--- src/hw/rtl/tcob_pkg.sv ---
package tcob_pkg;

  localparam int VALUE_BITS = 16;
  localparam int AMP_W      = VALUE_BITS + 1;
  localparam int NUM_W      = VALUE_BITS + 9;
  localparam int PROD_W     = VALUE_BITS + 12;
  localparam int DIV_STAGES = 8;
  localparam int CFG_IDX_W  = 2;
  localparam int CFG_DATA_W = (VALUE_BITS > 8) ? VALUE_BITS : 8;

  localparam logic [AMP_W-1:0] ONE  = AMP_W'(64'd1 << VALUE_BITS);
  localparam logic [AMP_W-1:0] HALF = AMP_W'(64'd1 << (VALUE_BITS - 1));
  localparam logic [VALUE_BITS-1:0] THR_MAX =
    VALUE_BITS'(((64'd1 << VALUE_BITS) * 64'd95) / 64'd100);

  localparam logic [15:0] BLEND_RECIP = 16'd32897;
  localparam int          BLEND_SHIFT = 23;

  localparam logic [CFG_IDX_W-1:0] REG_SIGNED_MODE = 2'd0;
  localparam logic [CFG_IDX_W-1:0] REG_OPACITY     = 2'd1;
  localparam logic [CFG_IDX_W-1:0] REG_THRESHOLD   = 2'd2;

  // index 2 is red, 1 green, 0 blue
  typedef logic [2:0][7:0] rgb_t;

  typedef struct packed {
    logic [VALUE_BITS-1:0] sample_value;
    logic [7:0]            base_red;
    logic [7:0]            base_green;
    logic [7:0]            base_blue;
  } pixel_in_t;

  typedef struct packed {
    logic [7:0] out_red;
    logic [7:0] out_green;
    logic [7:0] out_blue;
    logic [7:0] overlay_alpha;
    logic       covered;
  } pixel_out_t;

  typedef struct packed {
    logic                  signed_mode;
    logic [7:0]            opacity;
    logic [VALUE_BITS-1:0] threshold;
  } cfg_t;

  typedef struct packed {
    logic [NUM_W-1:0] numer;
    rgb_t             color;
    rgb_t             base;
    logic             covered;
  } div_beat_t;

  typedef struct packed {
    logic [7:0] alpha;
    rgb_t       color;
    rgb_t       base;
    logic       covered;
  } blend_beat_t;

  function automatic rgb_t ramp_anchor(logic mode, logic [1:0] anchor);
    rgb_t c;
    case (anchor)
      2'd0:    c = mode ? {8'd43, 8'd108, 8'd255} : {8'd25, 8'd185, 8'd220};
      2'd1:    c = mode ? {8'd235, 8'd244, 8'd248} : {8'd255, 8'd221, 8'd72};
      2'd2:    c = mode ? {8'd255, 8'd72, 8'd88} : {8'd255, 8'd77, 8'd66};
      default: c = '0;
    endcase
    return c;
  endfunction

endpackage

--- src/hw/rtl/tcob_front.sv ---
module tcob_front import tcob_pkg::*; (
  input  logic      clk,
  input  logic      rst,
  input  cfg_t      cfg,
  input  logic      in_valid,
  output logic      in_ready,
  input  pixel_in_t in_data,
  output logic      out_valid,
  input  logic      out_ready,
  output div_beat_t out_data
);

  logic v1, v2, v3;
  logic en1, en2, en3;

  // stage 1 registers
  logic [AMP_W-1:0] diff1;
  logic [AMP_W-1:0] t1;
  logic             seg1;
  logic             cov1;
  rgb_t             base1;

  // stage 2 registers
  logic [NUM_W-1:0]                num2;
  logic signed [2:0][PROD_W-1:0]   prod2;
  rgb_t                            a2;
  rgb_t                            base2;
  logic                            cov2;

  // stage 3 registers
  div_beat_t beat3;

  logic [AMP_W-1:0] thr_ext;
  logic [AMP_W-1:0] den;
  logic [AMP_W-1:0] twice;
  logic [AMP_W-1:0] amp;
  logic [AMP_W-1:0] t_c;
  logic             seg_c;

  assign en3      = !v3 || out_ready;
  assign en2      = !v2 || en3;
  assign en1      = !v1 || en2;
  assign in_ready = en1;

  assign thr_ext = {1'b0, cfg.threshold};
  assign den     = ONE - thr_ext;
  assign twice   = {in_data.sample_value, 1'b0};

  always_comb begin
    if (cfg.signed_mode) begin
      amp = (twice >= ONE) ? (twice - ONE) : (ONE - twice);
    end else begin
      amp = {1'b0, in_data.sample_value};
    end
    seg_c = {1'b0, in_data.sample_value} > HALF;
    t_c   = seg_c ? (twice - ONE) : twice;
  end

  always_ff @(posedge clk) begin
    if (rst) begin
      v1 <= 1'b0;
      v2 <= 1'b0;
      v3 <= 1'b0;
    end else begin
      if (en1) begin
        v1 <= in_valid;
      end
      if (en2) begin
        v2 <= v1;
      end
      if (en3) begin
        v3 <= v2;
      end
    end
  end

  // stage 1: amplitude, threshold compare, ramp position
  always_ff @(posedge clk) begin
    if (en1) begin
      diff1 <= amp - thr_ext;
      cov1  <= amp > thr_ext;
      t1    <= t_c;
      seg1  <= seg_c;
      base1 <= {in_data.base_red, in_data.base_green, in_data.base_blue};
    end
  end

  // stage 2: alpha numerator and ramp products
  rgb_t                          a_c;
  rgb_t                          b_c;
  logic signed [2:0][PROD_W-1:0] prod_c;
  logic signed [9:0]             d_c;

  always_comb begin
    a_c = ramp_anchor(cfg.signed_mode, {1'b0, seg1});
    b_c = ramp_anchor(cfg.signed_mode, {1'b0, seg1} + 2'd1);
    d_c = '0;
    for (int k = 0; k < 3; k++) begin
      d_c       = $signed({2'b00, b_c[k]}) - $signed({2'b00, a_c[k]});
      prod_c[k] = PROD_W'($signed({1'b0, t1})) * PROD_W'(d_c);
    end
  end

  always_ff @(posedge clk) begin
    if (en2) begin
      num2  <= NUM_W'(cfg.opacity) * NUM_W'(diff1);
      prod2 <= prod_c;
      a2    <= a_c;
      base2 <= base1;
      cov2  <= cov1;
    end
  end

  // stage 3: rounded ramp colour and divider numerator
  rgb_t                    color_c;
  logic signed [PROD_W-1:0] s_c;

  always_comb begin
    s_c = '0;
    for (int k = 0; k < 3; k++) begin
      s_c = $signed(PROD_W'({a2[k], {VALUE_BITS{1'b0}}})) + prod2[k]
          + $signed(PROD_W'(HALF));
      color_c[k] = s_c[VALUE_BITS+7:VALUE_BITS];
    end
  end

  always_ff @(posedge clk) begin
    if (en3) begin
      beat3.numer   <= (num2 << 1) + NUM_W'(den);
      beat3.color   <= color_c;
      beat3.base    <= base2;
      beat3.covered <= cov2;
    end
  end

  assign out_valid = v3;
  assign out_data  = beat3;

endmodule

--- src/hw/rtl/tcob_div.sv ---
module tcob_div import tcob_pkg::*; (
  input  logic        clk,
  input  logic        rst,
  input  cfg_t        cfg,
  input  logic        in_valid,
  output logic        in_ready,
  input  div_beat_t   in_data,
  output logic        out_valid,
  input  logic        out_ready,
  output blend_beat_t out_data
);

  logic [DIV_STAGES-1:0] vld;
  logic [DIV_STAGES-1:0] en;
  div_beat_t             st  [DIV_STAGES];
  logic [DIV_STAGES-1:0] quo [DIV_STAGES];

  logic [AMP_W:0] dvs;

  // divisor is twice the span above the threshold
  assign dvs = {ONE - {1'b0, cfg.threshold}, 1'b0};

  for (genvar i = 0; i < DIV_STAGES; i++) begin : g_stage
    div_beat_t             src;
    logic [DIV_STAGES-1:0] src_q;
    logic                  src_v;
    logic [NUM_W-1:0]      trial;
    logic                  ge;
    div_beat_t             st_next;
    logic [DIV_STAGES-1:0] quo_next;

    if (i == 0) begin : g_first
      assign src   = in_data;
      assign src_q = '0;
      assign src_v = in_valid;
    end else begin : g_next
      assign src   = st[i-1];
      assign src_q = quo[i-1];
      assign src_v = vld[i-1];
    end

    if (i == DIV_STAGES - 1) begin : g_last
      assign en[i] = !vld[i] || out_ready;
    end else begin : g_mid
      assign en[i] = !vld[i] || en[i+1];
    end

    assign trial = NUM_W'(dvs) << (DIV_STAGES - 1 - i);
    assign ge    = src.numer >= trial;

    always_comb begin
      st_next  = src;
      quo_next = src_q;
      quo_next[DIV_STAGES-1-i] = ge;
      if (ge) begin
        st_next.numer = src.numer - trial;
      end
    end

    always_ff @(posedge clk) begin
      if (rst) begin
        vld[i] <= 1'b0;
      end else if (en[i]) begin
        vld[i] <= src_v;
      end
    end

    always_ff @(posedge clk) begin
      if (en[i]) begin
        st[i]  <= st_next;
        quo[i] <= quo_next;
      end
    end
  end

  assign in_ready          = en[0];
  assign out_valid         = vld[DIV_STAGES-1];
  assign out_data.alpha    = st[DIV_STAGES-1].covered ? quo[DIV_STAGES-1] : 8'd0;
  assign out_data.color    = st[DIV_STAGES-1].color;
  assign out_data.base     = st[DIV_STAGES-1].base;
  assign out_data.covered  = st[DIV_STAGES-1].covered;

endmodule

--- src/hw/rtl/tcob_blend.sv ---
module tcob_blend import tcob_pkg::*; (
  input  logic        clk,
  input  logic        rst,
  input  logic        in_valid,
  output logic        in_ready,
  input  blend_beat_t in_data,
  output logic        out_valid,
  input  logic        out_ready,
  output pixel_out_t  out_data
);

  logic v1, v2;
  logic en1, en2;

  logic [2:0][15:0] mix1;
  logic [7:0]       alpha1;
  logic             cov1;
  pixel_out_t       res2;

  logic [2:0][15:0] mix_c;
  logic [7:0]       inv_alpha;
  logic [2:0][31:0] q_c;

  assign en2      = !v2 || out_ready;
  assign en1      = !v1 || en2;
  assign in_ready = en1;

  assign inv_alpha = 8'd255 - in_data.alpha;

  always_comb begin
    for (int k = 0; k < 3; k++) begin
      mix_c[k] = ({8'd0, in_data.color[k]} * {8'd0, in_data.alpha})
               + ({8'd0, in_data.base[k]} * {8'd0, inv_alpha}) + 16'd127;
    end
  end

  // divide by 255 through the reciprocal
  always_comb begin
    for (int k = 0; k < 3; k++) begin
      q_c[k] = {16'd0, mix1[k]} * {16'd0, BLEND_RECIP};
    end
  end

  always_ff @(posedge clk) begin
    if (rst) begin
      v1 <= 1'b0;
      v2 <= 1'b0;
    end else begin
      if (en1) begin
        v1 <= in_valid;
      end
      if (en2) begin
        v2 <= v1;
      end
    end
  end

  always_ff @(posedge clk) begin
    if (en1) begin
      mix1   <= mix_c;
      alpha1 <= in_data.alpha;
      cov1   <= in_data.covered;
    end
    if (en2) begin
      res2.out_red       <= q_c[2][BLEND_SHIFT+7:BLEND_SHIFT];
      res2.out_green     <= q_c[1][BLEND_SHIFT+7:BLEND_SHIFT];
      res2.out_blue      <= q_c[0][BLEND_SHIFT+7:BLEND_SHIFT];
      res2.overlay_alpha <= alpha1;
      res2.covered       <= cov1;
    end
  end

  assign out_valid = v2;
  assign out_data  = res2;

endmodule

--- src/hw/rtl/threshold_colormap_overlay_blend_top.sv ---
// Threshold colormap overlay: one pixel beat in and one out per clock at full
// rate while out_ready stays high, pipelined as 3 front stages for amplitude,
// ramp colour and alpha numerator, 8 divider stages that resolve one alpha
// bit each and 2 blend stages. Every stage stalls on its own, so bubbles fill
// while the output waits. Registers are written through cfg_write /
// cfg_index / cfg_data and must only change while the pipeline is empty;
// threshold writes above 0.95 saturate.
module threshold_colormap_overlay_blend_top import tcob_pkg::*; (
  input  logic                  clk,
  input  logic                  rst,
  input  logic                  cfg_write,
  input  logic [CFG_IDX_W-1:0]  cfg_index,
  input  logic [CFG_DATA_W-1:0] cfg_data,
  input  logic                  in_valid,
  output logic                  in_ready,
  input  pixel_in_t             in_data,
  output logic                  out_valid,
  input  logic                  out_ready,
  output pixel_out_t            out_data
);

  cfg_t cfg;

  logic        f_valid, f_ready;
  div_beat_t   f_data;
  logic        d_valid, d_ready;
  blend_beat_t d_data;

  logic [VALUE_BITS-1:0] thr_in;

  assign thr_in = cfg_data[VALUE_BITS-1:0];

  always_ff @(posedge clk) begin
    if (rst) begin
      cfg.signed_mode <= 1'b0;
      cfg.opacity     <= 8'd255;
      cfg.threshold   <= '0;
    end else if (cfg_write) begin
      case (cfg_index)
        REG_SIGNED_MODE: cfg.signed_mode <= cfg_data[0];
        REG_OPACITY:     cfg.opacity     <= cfg_data[7:0];
        REG_THRESHOLD:   cfg.threshold   <= (thr_in > THR_MAX) ? THR_MAX : thr_in;
        default: ;
      endcase
    end
  end

  tcob_front u_front (
    .clk       (clk),
    .rst       (rst),
    .cfg       (cfg),
    .in_valid  (in_valid),
    .in_ready  (in_ready),
    .in_data   (in_data),
    .out_valid (f_valid),
    .out_ready (f_ready),
    .out_data  (f_data)
  );

  tcob_div u_div (
    .clk       (clk),
    .rst       (rst),
    .cfg       (cfg),
    .in_valid  (f_valid),
    .in_ready  (f_ready),
    .in_data   (f_data),
    .out_valid (d_valid),
    .out_ready (d_ready),
    .out_data  (d_data)
  );

  tcob_blend u_blend (
    .clk       (clk),
    .rst       (rst),
    .in_valid  (d_valid),
    .in_ready  (d_ready),
    .in_data   (d_data),
    .out_valid (out_valid),
    .out_ready (out_ready),
    .out_data  (out_data)
  );

endmodule

--- config.mk ---
export PLATFORM = sky130hd
export DESIGN_NAME = threshold_colormap_overlay_blend_top
export DESIGN_NICKNAME = d
export VERILOG_FILES = /design/src/hw/rtl/tcob_pkg.sv /design/src/hw/rtl/tcob_front.sv /design/src/hw/rtl/tcob_div.sv /design/src/hw/rtl/tcob_blend.sv /design/src/hw/rtl/threshold_colormap_overlay_blend_top.sv
export SDC_FILE = /design/constraint.sdc
export NUM_CORES = 2
export LEC_CHECK = 0
export BUFFER_PORTS_ARGS = -buffer_cell sky130_fd_sc_hd__buf_4
export CORE_ASPECT_RATIO = 0.8
export CORE_MARGIN = 2
export CORE_UTILIZATION = 45
export DETAILED_ROUTE_END_ITERATION = 10
export GPL_TIMING_DRIVEN = 0
export HOLD_SLACK_MARGIN = 0.06
export PLACE_DENSITY_LB_ADDON = 0.2
export SYNTH_ARGS = -nofsm -noshare
export SYNTH_HDL_FRONTEND = slang
export SYNTH_SLANG_ARGS = --single-unit
--- constraint.sdc ---
create_clock -name clk -period 9.2 [get_ports clk]
set_input_delay 0 -clock clk [delete_from_list [all_inputs] [get_ports clk]]
set_output_delay 0 -clock clk [all_outputs]
set_load 0.02 [all_outputs]
==> results by group <==
Die
  • Die Wd: 451 um
  • Initial core utilization: 45.2%
  • Core footprint: 159000 um2
  • DIE HEIGHT: 362 um
  • FP Rows: 131
  • Die area: 163000 um2
  • IO Count: 98

STA
  • Final Hold Viols: 0
  • Worst-margin pin slew: 1.11 ns
  • Crit share post-route: 95.4%
  • Final setup TNS: 0 ns
  • Fmax: 114 MHz
  • Clock Skews: 0.0382 ns
  • RSZ-0062 raised after global routing: no
  • Max Slew Vio Count: 0
  • Worst setup margin: 0.420 ns
  • Final min period: 8.78 ns
  • Max transition margin: 25.9%
  • Final setup fails: 0

Setup path
  • Crit path kind: reg -> reg
  • Critical path's slowest cell: inv_1
  • Data arrival time of the worst path: 9.21 ns
  • Crit path cell chain: inv_1 -> ha_1 -> clkbuf_1 -> inv_1 -> o21ai_1 -> clkbuf_1 -> nor2_1 -> fa_1 -> inv_1 -> fa_1 -> fa_1 -> inv_1 -> fa_1 -> ha_1 -> ha_1 -> a21oi_1 -> o21ai_0 -> a221oi_1 -> a211oi_1 -> nor3_1 -> o21bai_1 -> a21oi_1 -> xnor2_1
  • Worst-path fanout max: 11
  • CP peak stage delay: 0.73 ns
  • Crit path capture type: flip-flop
  • Crit path launch type: flip-flop
  • Buf+Inv Stages, Crit Path: 6
  • CP top delay family: adder cells
  • Req. time, crit path: 9.63 ns

Synthesis
  • Synth cell types: 89
  • Syn. warnings: 0
  • Mean Syn Cell Area: 11.5 um2
  • Prevailing post-synth register cell: edfxtp_1
  • Synth Register Bits: 950
  • Post-synth ARST share: 0%
  • Cells after synthesis: 6273
  • Synthesized cell area: 71900 um2
  • Post-synth EDFFs: 912
  • Sequential fraction of the synthesis area: 39.2%

Clock tree
  • Postcts setup bufs: 0
  • CTS sink count: 950
  • TritonCTS Buffers: 100
  • Worst-skew pair later-pin latency: 0.71 ns
  • Clock H-tree levels: 3
  • TritonCTS clock tree: yes
  • Clock buffer depth: 3
  • Clock-pin slew on the worst setup and hold paths: 0.06 ns
  • Clock root cell: clkbuf_16

Cells and area
  • Layout cells sized above 1: 5.89%
  • Area delta synth->final: 12.0%
  • Final core occ: 50.6%
  • Net count reported at finish: 8142
  • Finished Layout Cells: 8850

Global routing
  • Global-route wire length before repair: 259000 um
  • Total Routing Usage GR: 20.0%
  • GRT overflow: 0
  • Initial antenna violation count: 1
  • Pin count of the biggest net entering global routing: 70
  • Vias in the first global route: 46.8k

Drt
  • WL/cell: 18.2 um
  • Vias: 45.9k
  • Routed Antenna Nets: 0
  • Residual DRC count: 0
  • Via density: 5.19
  • Violation count after the first detailed-route iteration: 3061
  • DRT Wirelength: 161000 um
  • DRT Pass-1 Iters: 6

Placement
  • Dpl cells: 8525
  • PortBufs: 95
  • Dpl hpwl: 125000 um
  • GP Congestion: 0.900
  • Dpl ws: 0.107 ns

Run
  • Max-Cap Viols: 0

Outcome
  • Status: finished clean

Worst hold path
  • Worst min-delay path class: in -> reg
-- layer usage --
metal  vias up  share of wire [%]  GRT usage, %
li1      21900                  -             -
met1     22600                 47          29.1
met2      1179                 45          31.8
met3       238                5.3          2.75
met4         0                2.3          4.64
met5         -                  0             0
-- worst paths after layout --
path,endpoint,slack (ns),cells after the start,startpoint
worst max-delay path,u_front.prod2[23]$_DFFE_PP_,0.42,23,cfg[24]$_SDFFE_PP0P_
worst min-delay path,u_front.t1[15]$_DFFE_PP_,0.14,2,in_data[38]
worst max register to register,u_front.prod2[23]$_DFFE_PP_,0.42,23,cfg[24]$_SDFFE_PP0P_
worst min register to register,u_div.st[1][47]$_DFFE_PP_,0.40,0,u_div.st[0][269]$_DFFE_PP_
-- logic make-up (layout without fill, tap and decap cells) --
| family | after synthesis | after routing | synth area share, % |
|---|---|---|---|
| and+or+nand+nor | 1649 | 1649 | 11.4 |
| xor gates and xnor gates | 303 | 303 | 3.69 |
| muxes | 71 | 71 | 1.10 |
| adders and majority gates | 1446 | 1446 | 32.4 |
| buffers and inverters | 1146 | 1578 | 6.04 |
| DFF | 950 | 950 | 39.2 |
| other | 2 | 19 | 0.0104 |
| AOI/OAI and AO/OA | 706 | 706 | 6.25 |
-- registers in the layout, indices dropped and copies added, names as in the netlist, 7 cells and up --
register	flops
u_div.st	567
u_front.out_data	74
u_front.base2	24
u_front.prod2	27
cfg	25
u_blend.alpha1	8
u_front.t1	16
u_front.a2	10
u_front.num2	24
u_front.base1	24
u_blend.out_data	33
u_div.g_stage.src_v	7
u_front.diff1	17
u_div.quo	36
u_blend.mix1	48
-- final cells by class --
cell class | instances | area, um2
well taps | 2128 | 2660
multi-input cells | 4191 | 39500
fillers | 14300 | 78500
plain buffers | 154 | 619
repair buffers | 245 | 2420
flip-flops and latches | 950 | 28100
clock buffers | 119 | 2650
diodes | 3 | 7.51
inverters | 991 | 3730
clock inverters | 69 | 759
-- through the flow --
step	hold slack [ns]	instance area, um2
after global routing	0.120	80500
after floorplan	0.0989	71900
final	0.143	80500
after CTS	0.0957	80500
after detailed placement	0.180	75700
after global placement	0.178	75300
-- synthesized netlist by cell type, types with 31 or more instances --
library cell	number	area (um2)
a21o_1	67	503
a21oi_1	255	1280
mux2_2	60	676
and3_1	126	788
dfxtp_1	38	761
nand2b_1	66	413
edfxtp_1	912	27400
nor3_1	78	390
a211oi_1	31	233
xnor2_1	210	1840
o21a_1	46	345
fa_1	691	13800
nand4_1	35	219
clkbuf_1	127	477
xor2_1	93	815
nand2_1	531	1990
nor2_1	302	1130
and2_1	223	1400
nand3_1	73	365
inv_1	986	3700
ha_1	755	9450
nor2b_1	79	494
o21ai_0	120	601
-- cell usage in the layout, fill, tap and decap left out, types with 25 or more instances in the layout --
master         synthesis  layout
dlygate4sd3_1          0     135
ha_1                 755     755
clkbuf_16              0     102
a21o_1                67      67
a21oi_1              255     255
xnor2_1              210     210
and3_1               126     126
fa_1                 691     691
nor3_1                78      78
dfxtp_1               38      38
nand4_1               35      35
clkbuf_1             127     140
and2_1               223     223
clkinv_1               4      28
buf_4                  2      97
o21bai_1              25      25
o21a_1                46      46
nand2b_1              66      66
nand3_1               73      71
mux2_2                60      60
a211oi_1              31      31
nor2b_1               79      79
nand2_1              531     528
nor2_1               302     302
xor2_1                93      93
o21ai_0              120     120
edfxtp_1             912     912
inv_1                986     978
-- timing repair --
action,CTS,global route
endpoints found under the setup margin,0,6
gates resized for setup,0,2
endpoints found under the hold margin,88,0
hold buffers,135,0
Power is not shown: default switching activity piles up to over one toggle a cycle in this logic, so the estimate is an artifact.
